File: config.mk
export PLATFORM = sky130hd
export DESIGN_NAME = button_hold_classifier_core
export DESIGN_NICKNAME = d
export VERILOG_FILES = /design/src/hw/rtl/bhc_pkg.sv /design/src/hw/rtl/bhc_cfg_regs.sv /design/src/hw/rtl/button_hold_classifier_core.sv
export SDC_FILE = /design/constraint.sdc
export NUM_CORES = 1
export LEC_CHECK = 0
export ABC_AREA = 0
export BUFFER_PORTS_ARGS = -buffer_cell sky130_fd_sc_hd__buf_2
export CAP_MARGIN = 40
export CORE_MARGIN = 4
export CORE_UTILIZATION = 65
export CTS_CLUSTER_SIZE = 30
export DETAILED_ROUTE_END_ITERATION = 8
export MAX_ROUTING_LAYER = met4
export PLACE_DENSITY = 0.83
export SYNTH_ARGS = -nofsm -noshare
export SYNTH_HDL_FRONTEND = slang
export SYNTH_HIERARCHICAL = 1
export SYNTH_SLANG_ARGS = --single-unit
File: constraint.sdc
create_clock -name clk -period 13 [get_ports clk]
set_clock_uncertainty 0.1 [all_clocks]
set_input_delay 0 -clock clk [delete_from_list [all_inputs] [get_ports clk]]
set_output_delay 0 -clock clk [all_outputs]
set_load 0.01 [all_outputs]
File: src/hw/rtl/bhc_pkg.sv
// ----------------------------------------------------------------------------
// bhc_pkg
// Shared types, register indexes and reset values for the button hold
// classifier.
// ----------------------------------------------------------------------------
package bhc_pkg;

  // Configuration port geometry
  localparam int unsigned CfgIdxW  = 3;
  localparam int unsigned CfgDataW = 16;

  // Register indexes on the configuration port
  localparam logic [CfgIdxW-1:0] REG_SETTLE    = 3'd0;
  localparam logic [CfgIdxW-1:0] REG_DEBOUNCE  = 3'd1;
  localparam logic [CfgIdxW-1:0] REG_POLL      = 3'd2;
  localparam logic [CfgIdxW-1:0] REG_OVERLAY   = 3'd3;
  localparam logic [CfgIdxW-1:0] REG_SHIP      = 3'd4;
  localparam logic [CfgIdxW-1:0] REG_SHORT_MAX = 3'd5;

  // Register reset values
  localparam logic [15:0] SETTLE_RST    = 16'd500;
  localparam logic [7:0]  DEBOUNCE_RST  = 8'd15;
  localparam logic [7:0]  POLL_RST      = 8'd50;
  localparam logic [15:0] OVERLAY_RST   = 16'd2500;
  localparam logic [15:0] SHIP_RST      = 16'd3000;
  localparam logic [15:0] SHORT_MAX_RST = 16'd1000;

  // Hold counter saturation value
  localparam logic [15:0] HOLD_MAX = 16'hFFFF;

  // Configuration register set
  typedef struct packed {
    logic [15:0] settle_ms;
    logic [7:0]  debounce_ms;
    logic [7:0]  poll_ms;
    logic [15:0] overlay_ms;
    logic [15:0] ship_ms;
    logic [15:0] short_max_ms;
  } cfg_t;

  // Classifier phases
  typedef enum logic [2:0] {
    PH_SETTLING = 3'd0,
    PH_IDLE     = 3'd1,
    PH_DEBOUNCE = 3'd2,
    PH_HOLDING  = 3'd3,
    PH_SHUTDOWN = 3'd4
  } phase_t;

  // Result event codes
  typedef enum logic [1:0] {
    EV_NONE  = 2'd0,
    EV_WAKE  = 2'd1,
    EV_SLEEP = 2'd2,
    EV_SHIP  = 2'd3
  } event_t;

endpackage

File: src/hw/rtl/bhc_cfg_regs.sv
// ----------------------------------------------------------------------------
// bhc_cfg_regs
// Configuration register file: decodes writes by index, masks data to each
// register's width and presents the set as one struct.
// ----------------------------------------------------------------------------
module bhc_cfg_regs
  import bhc_pkg::*;
(
  input  logic                clk,
  input  logic                rst_n,
  input  logic                cfg_valid,
  output logic                cfg_ready,
  input  logic [CfgIdxW-1:0]  cfg_index,
  input  logic [CfgDataW-1:0] cfg_data,
  output cfg_t                cfg
);

  cfg_t cfg_r;
  cfg_t cfg_nxt;
  logic wr_en;

  // Always able to take a write
  assign cfg_ready = 1'b1;
  assign wr_en     = cfg_valid & cfg_ready;

  // Decode the write; unknown indexes are dropped
  always_comb begin
    cfg_nxt = cfg_r;
    if (wr_en) begin
      case (cfg_index)
        REG_SETTLE:    cfg_nxt.settle_ms    = cfg_data;
        REG_DEBOUNCE:  cfg_nxt.debounce_ms  = cfg_data[7:0];
        REG_POLL:      cfg_nxt.poll_ms      = cfg_data[7:0];
        REG_OVERLAY:   cfg_nxt.overlay_ms   = cfg_data;
        REG_SHIP:      cfg_nxt.ship_ms      = cfg_data;
        REG_SHORT_MAX: cfg_nxt.short_max_ms = cfg_data;
        default:       cfg_nxt = cfg_r;
      endcase
    end
  end

  // Hold the register set
  always_ff @(posedge clk) begin
    if (!rst_n) begin
      cfg_r.settle_ms    <= SETTLE_RST;
      cfg_r.debounce_ms  <= DEBOUNCE_RST;
      cfg_r.poll_ms      <= POLL_RST;
      cfg_r.overlay_ms   <= OVERLAY_RST;
      cfg_r.ship_ms      <= SHIP_RST;
      cfg_r.short_max_ms <= SHORT_MAX_RST;
    end else begin
      cfg_r <= cfg_nxt;
    end
  end

  assign cfg = cfg_r;

endmodule

File: src/hw/rtl/button_hold_classifier_core.sv
// ----------------------------------------------------------------------------
// button_hold_classifier_core
// Classifies button holds from one millisecond tick per transaction: settle,
// debounce, timed hold sampling, overlay warning, shutdown latch and
// short-press wake/sleep events.
// ----------------------------------------------------------------------------
//  channel | direction | handshake              | payload
//  --------+-----------+------------------------+-------------------------------
//  in_     | in        | in_valid / in_stall    | in_button_down, in_display_asleep
//  out_    | out       | out_valid / out_stall  | out_event_code, out_overlay_on,
//          |           |                        | out_shutdown_on
//  cfg_    | in        | cfg_valid / cfg_ready  | cfg_index, cfg_data
//
//  One transaction per cycle sustained while out_stall is low; each item passes
//  the input register, then the result register. The classifier state advances
//  in the cycle an item moves from the input register into the result register.
//  Reset (synchronous, rst_n low) loads the register reset values and puts
//  the classifier in its settling phase with all counters clear.
//  A stalled output holds its result; the input register still fills once
//  while the output is stalled, then in_stall rises. cfg_ready is always high.
// ----------------------------------------------------------------------------
module button_hold_classifier_core
  import bhc_pkg::*;
(
  input  logic                clk,
  input  logic                rst_n,
  // Input channel
  input  logic                in_valid,
  output logic                in_stall,
  input  logic                in_button_down,
  input  logic                in_display_asleep,
  // Result channel
  output logic                out_valid,
  input  logic                out_stall,
  output logic [1:0]          out_event_code,
  output logic                out_overlay_on,
  output logic                out_shutdown_on,
  // Configuration channel
  input  logic                cfg_valid,
  output logic                cfg_ready,
  input  logic [CfgIdxW-1:0]  cfg_index,
  input  logic [CfgDataW-1:0] cfg_data
);

  cfg_t cfg;

  // Input register
  logic in_valid_r;
  logic down_r;
  logic asleep_r;

  // Result register
  logic       out_valid_r;
  event_t     event_r;
  logic       overlay_out_r;
  logic       shutdown_out_r;

  // Classifier state
  phase_t      phase_r,       phase_nxt;
  logic [15:0] phase_ticks_r, phase_ticks_nxt;
  logic [15:0] hold_ticks_r,  hold_ticks_nxt;
  logic [7:0]  poll_ticks_r,  poll_ticks_nxt;
  logic        overlay_r,     overlay_nxt;
  logic        shutdown_r,    shutdown_nxt;
  event_t      event_nxt;

  // Pipeline control
  logic out_load;
  logic step;
  logic in_take;

  // Working values
  phase_t      phase_eff;
  logic [15:0] phase_inc;
  logic [15:0] hold_inc;
  logic [7:0]  poll_inc;

  bhc_cfg_regs u_cfg (
    .clk       (clk),
    .rst_n     (rst_n),
    .cfg_valid (cfg_valid),
    .cfg_ready (cfg_ready),
    .cfg_index (cfg_index),
    .cfg_data  (cfg_data),
    .cfg       (cfg)
  );

  // Advance when the result register is free or being drained
  assign out_load = !out_valid_r || !out_stall;
  assign step     = in_valid_r && out_load;
  assign in_stall = in_valid_r && !out_load;
  assign in_take  = in_valid && !in_stall;

  // Capture the input transaction
  always_ff @(posedge clk) begin
    if (!rst_n) begin
      in_valid_r <= 1'b0;
    end else if (!in_stall) begin
      in_valid_r <= in_valid;
    end
  end

  always_ff @(posedge clk) begin
    if (in_take) begin
      down_r   <= in_button_down;
      asleep_r <= in_display_asleep;
    end
  end

  // Next classifier state and event for the item in the input register
  always_comb begin
    phase_nxt       = phase_r;
    phase_ticks_nxt = phase_ticks_r;
    hold_ticks_nxt  = hold_ticks_r;
    poll_ticks_nxt  = poll_ticks_r;
    overlay_nxt     = overlay_r;
    shutdown_nxt    = shutdown_r;
    event_nxt       = EV_NONE;
    phase_eff       = phase_r;

    phase_inc = phase_ticks_r + 16'd1;
    hold_inc  = (hold_ticks_r == HOLD_MAX) ? hold_ticks_r : hold_ticks_r + 16'd1;
    poll_inc  = poll_ticks_r + 8'd1;

    // Count settle ticks; once done, fall through to idle this tick
    if (phase_r == PH_SETTLING) begin
      if (phase_ticks_r < cfg.settle_ms) begin
        phase_ticks_nxt = phase_inc;
      end else begin
        phase_eff = PH_IDLE;
      end
    end
    phase_nxt = phase_eff;

    case (phase_eff)
      PH_IDLE: begin
        if (down_r) begin
          phase_nxt       = PH_DEBOUNCE;
          phase_ticks_nxt = 16'd0;
        end
      end
      PH_DEBOUNCE: begin
        phase_ticks_nxt = phase_inc;
        if (phase_inc >= {8'd0, cfg.debounce_ms}) begin
          phase_ticks_nxt = 16'd0;
          if (down_r) begin
            phase_nxt      = PH_HOLDING;
            hold_ticks_nxt = 16'd0;
            poll_ticks_nxt = 8'd0;
          end else begin
            phase_nxt = PH_IDLE;
          end
        end
      end
      PH_HOLDING: begin
        hold_ticks_nxt = hold_inc;
        poll_ticks_nxt = poll_inc;
        // Sample the hold once per poll interval
        if (poll_inc >= cfg.poll_ms) begin
          poll_ticks_nxt = 8'd0;
          if (hold_inc >= cfg.overlay_ms) begin
            overlay_nxt = 1'b1;
          end
          if (down_r && (hold_inc >= cfg.ship_ms)) begin
            shutdown_nxt = 1'b1;
            phase_nxt    = PH_SHUTDOWN;
            event_nxt    = EV_SHIP;
          end else if (!down_r) begin
            overlay_nxt = 1'b0;
            phase_nxt   = PH_IDLE;
            if (hold_inc < cfg.short_max_ms) begin
              event_nxt = asleep_r ? EV_WAKE : EV_SLEEP;
            end
          end
        end
      end
      default: begin
        // Settling still counting, or shutdown: nothing changes
      end
    endcase
  end

  // Hold the classifier state
  always_ff @(posedge clk) begin
    if (!rst_n) begin
      phase_r       <= PH_SETTLING;
      phase_ticks_r <= 16'd0;
      hold_ticks_r  <= 16'd0;
      poll_ticks_r  <= 8'd0;
      overlay_r     <= 1'b0;
      shutdown_r    <= 1'b0;
    end else if (step) begin
      phase_r       <= phase_nxt;
      phase_ticks_r <= phase_ticks_nxt;
      hold_ticks_r  <= hold_ticks_nxt;
      poll_ticks_r  <= poll_ticks_nxt;
      overlay_r     <= overlay_nxt;
      shutdown_r    <= shutdown_nxt;
    end
  end

  // Result register
  always_ff @(posedge clk) begin
    if (!rst_n) begin
      out_valid_r <= 1'b0;
    end else if (out_load) begin
      out_valid_r <= in_valid_r;
    end
  end

  always_ff @(posedge clk) begin
    if (step) begin
      event_r        <= event_nxt;
      overlay_out_r  <= overlay_nxt;
      shutdown_out_r <= shutdown_nxt;
    end
  end

  assign out_valid       = out_valid_r;
  assign out_event_code  = event_r;
  assign out_overlay_on  = overlay_out_r;
  assign out_shutdown_on = shutdown_out_r;

endmodule

==> flow_summary.json <==
{
  "root_buffer": "clkbuf_16",
  "setup_viol": 0,
  "cp_data_required_time_ns": 13.08,
  "switching_share": 0.250,
  "wl_per_cell_um": 18.3,
  "whs_endpoint": "u_cfg/cfg[77]",
  "synth_edf_count": 6,
  "report.final.slew_viol_count": 0,
  "met3_length_um": 1470,
  "critPathLaunchType": "register",
  "antenna_found_initial": 0,
  "cts_resized": 0,
  "rsz0062_at_grt": "no",
  "fmax_mhz": 219,
  "grt_pass1_wl_um": 35600,
  "antennaDiodeCount": 0,
  "gp_congestion": 0.923,
  "ir_drop_mv": 0.0921,
  "status": "completed",
  "initial_utilization": 0.666,
  "holdWs_ns": 0.0105,
  "routed.top_layer": "met4",
  "overflow": 0,
  "synth-seq-cells": 133,
  "setup_tns_ns": 0,
  "p_switching_w": 0.000228,
  "std_cell_rows": 41,
  "hold_path_depth": 3,
  "worstReg2RegStart": "hold_ticks_r[2]",
  "hold_class": "input port to register",
  "cts_buffer_depth": 2,
  "wl_met1_um": 9010,
  "final_cell_area_um2": 9370,
  "ioPinCount": 33,
  "drv_cap": 0,
  "p_leak_nw": 4.36,
  "min-delay-start": "cfg_data[13]",
  "area_growth_pct": 11.5,
  "r2r-end": "out_shutdown_on",
  "synth_cells": 981,
  "track_usage": 0.317,
  "fin_ws_ns": 8.43,
  "clock_latency_ns": 0.44,
  "clkPwrFrac": 0.470,
  "ys_seq_area_frac": 0.324,
  "relSlewSlack": 0.325,
  "post-place-ws_ns": 8.49,
  "cts_hold_buf": 25,
  "drive_gt1_frac": 0.0898,
  "coreArea_um2": 12600,
  "synth_ff_type": "dfxtp_1",
  "combPwrFrac": 0.067,
  "cts_tree": "yes",
  "synth_cell_type_count": 68,
  "post_cts_buffers": 0,
  "numClockSinks": 133,
  "cts-htree-levels": 4,
  "vias": 7301,
  "worstMarginPinSlew_ns": 1.01,
  "numCtsBuffers": 17,
  "fin_crit_sh": 0.352,
  "layout.nets": 1119,
  "crit_fanout": 7,
  "hpwl_um": 15100,
  "pwr-share-seq": 0.463,
  "syn_avg_cell_area_um2": 8.57,
  "period_needed_ns": 4.57,
  "vias_per_cell": 6.10,
  "drtIter0Drc": 665,
  "powerDensity_nw_per_um2": 97.4,
  "cts.clk_slew.worst_paths_ns": 0.06,
  "synthArstFlopShare": 0,
  "io_buffers": 31,
  "dpl_cell_area_um2": 8600,
  "grt_pass1_vias": 7110,
  "die_y_um": 122,
  "die_w_um": 122,
  "drcViolationCount": 0,
  "syn-cell-area_um2": 8400,
  "path_class": "register to register",
  "r2r_setup_slack_ns": 8.43,
  "syn-num-nets": 1088,
  "firstDrtPassIters": 5,
  "critPathCaptureType": "register",
  "power.internal_w": 0.000684,
  "routed_wl_um": 21900,
  "arrival_ns": 4.65,
  "rr_worst_depth": 13,
  "dr_wl_met2_um": 10700,
  "finalHoldViolations": 0,
  "synth_warnings": 6,
  "dieArea_um2": 14800,
  "grt_max_degree": 82,
  "drtAntennaViolNets": 0
}
[metal layers]
| layer | vias up | GRT usage |
|---|---|---|
| li1 | 3575 | - |
| met2 | 275 | 0.523 |
| met5 | - | - |
| met3 | 58 | 0.0729 |
| met1 | 3393 | 0.372 |
| met4 | 0 | 0.137 |
[stage by stage]
step | instances | util | power [W]
after global routing | 1197 | 0.742 | 0.000940
final | 1197 | 0.742 | 0.000912
after CTS | 1197 | 0.742 | 0.000912
after floorplan | 981 | - | 0.000465
after detailed placement | 1140 | 0.681 | 0.000484
after global placement | 1139 | 0.681 | 0.000483
[power by group through the flow]
stage | logic (W) | clock network, W | registers (W)
3_5_place_dp | 0.0000528 | 0 | 0.000431
6_report | 0.0000607 | 0.000429 | 0.000423
4_1_cts | 0.0000589 | 0.000430 | 0.000423
5_1_grt | 0.0000662 | 0.000451 | 0.000423
2_1_floorplan | 0.0000350 | 0 | 0.000430
3_3_place_gp | 0.0000519 | 0 | 0.000431
[worst max-delay path, cell delays in order, from the launching register on]
cell     delay (ns)
dfxtp_1        0.44
and4_1         0.35
nand4_1        0.19
nor3_1         0.62
nor3b_1        0.15
xor2_1         0.32
ha_1           0.31
a21o_1         0.18
a21o_1         0.17
a221o_1        0.29
a221o_1        0.42
or2_2          0.32
and3_1         0.19
or2_2          0.27
[logic make-up (layout without fill, tap and decap cells)]
logic type,after synthesis,after routing,synth area share
xor gates and xnor gates,21,21,0.0219
DFF,133,133,0.324
muxes,83,83,0.0990
AOI/OAI and AO/OA,197,197,0.159
and+or+nand+nor,320,320,0.203
adders and majority gates,81,81,0.121
buffers and inverters,145,189,0.0722
other,1,1,0.000446
[cell type report]
type                       count  area [µm²]
multi-input combinational    703        5090
fill                         934        3250
sequential                   133        2720
timing repair buffer          66         483
clock buffer                  20         437
inverter                      91         342
tap                          172         215
clock inverter                12        82.6
[synthesized netlist by cell type, types with 13 or more instances]
library cell | n | area share
a21o_1 | 24 | 0.021
a21oi_1 | 43 | 0.026
a31oi_1 | 13 | 0.0097
clkbuf_1 | 35 | 0.016
dfxtp_1 | 127 | 0.30
ha_1 | 81 | 0.12
inv_1 | 90 | 0.040
mux2i_1 | 82 | 0.098
nand2_1 | 109 | 0.049
nand3_1 | 22 | 0.013
nand4_1 | 25 | 0.019
nor2_1 | 31 | 0.014
nor2b_1 | 47 | 0.035
nor3_1 | 15 | 0.0089
o211ai_1 | 19 | 0.017
o21ai_0 | 32 | 0.019
xnor2_1 | 13 | 0.014
[cells in the final DEF (no fill, tap or decap), types with 9 or more instances in the layout]
master and n:
buf_2 30, nand3_1 22, a21oi_1 43, nor2_1 31, nor2b_1 47, o21ai_1 11
a31oi_1 13, clkbuf_16 17, buf_4 11, nor3_1 15, dfxtp_1 127, nand4_1 25
nand2_1 109, o2111ai_1 10, o21ai_0 32, and4_1 12, dlygate4sd3_1 25, a21o_1 24
xnor2_1 13, mux2i_1 82, ha_1 81, o211ai_1 19, inv_1 90, and3_1 9
[worst max path at each step]
stage	from	end	slack, ns	cells after the start
5_1_grt	hold_ticks_r[2]	out_shutdown_on	8.20	13
4_1_cts	hold_ticks_r[2]	out_shutdown_on	8.46	13
3_5_place_dp	hold_ticks_r[2]	out_shutdown_on	8.49	13
6_report	hold_ticks_r[2]	out_shutdown_on	8.43	13
2_1_floorplan	hold_ticks_r[6]	out_shutdown_on	8.93	14
3_3_place_gp	hold_ticks_r[2]	out_shutdown_on	8.60	13
[sequential cells by signal, indices dropped and copies added, names as in the netlist]
name	count
phase_r	3
shutdown_r	1
out_event_code	2
overlay_r	1
out_valid	1
out_overlay_on	1
asleep_r	1
in_valid_r	1
phase_ticks_r	16
hold_ticks_r	16
u_cfg/cfg	80
down_r	1
poll_ticks_r	8
out_shutdown_on	1
No activity file was read; power rests on OpenSTA's default activity.
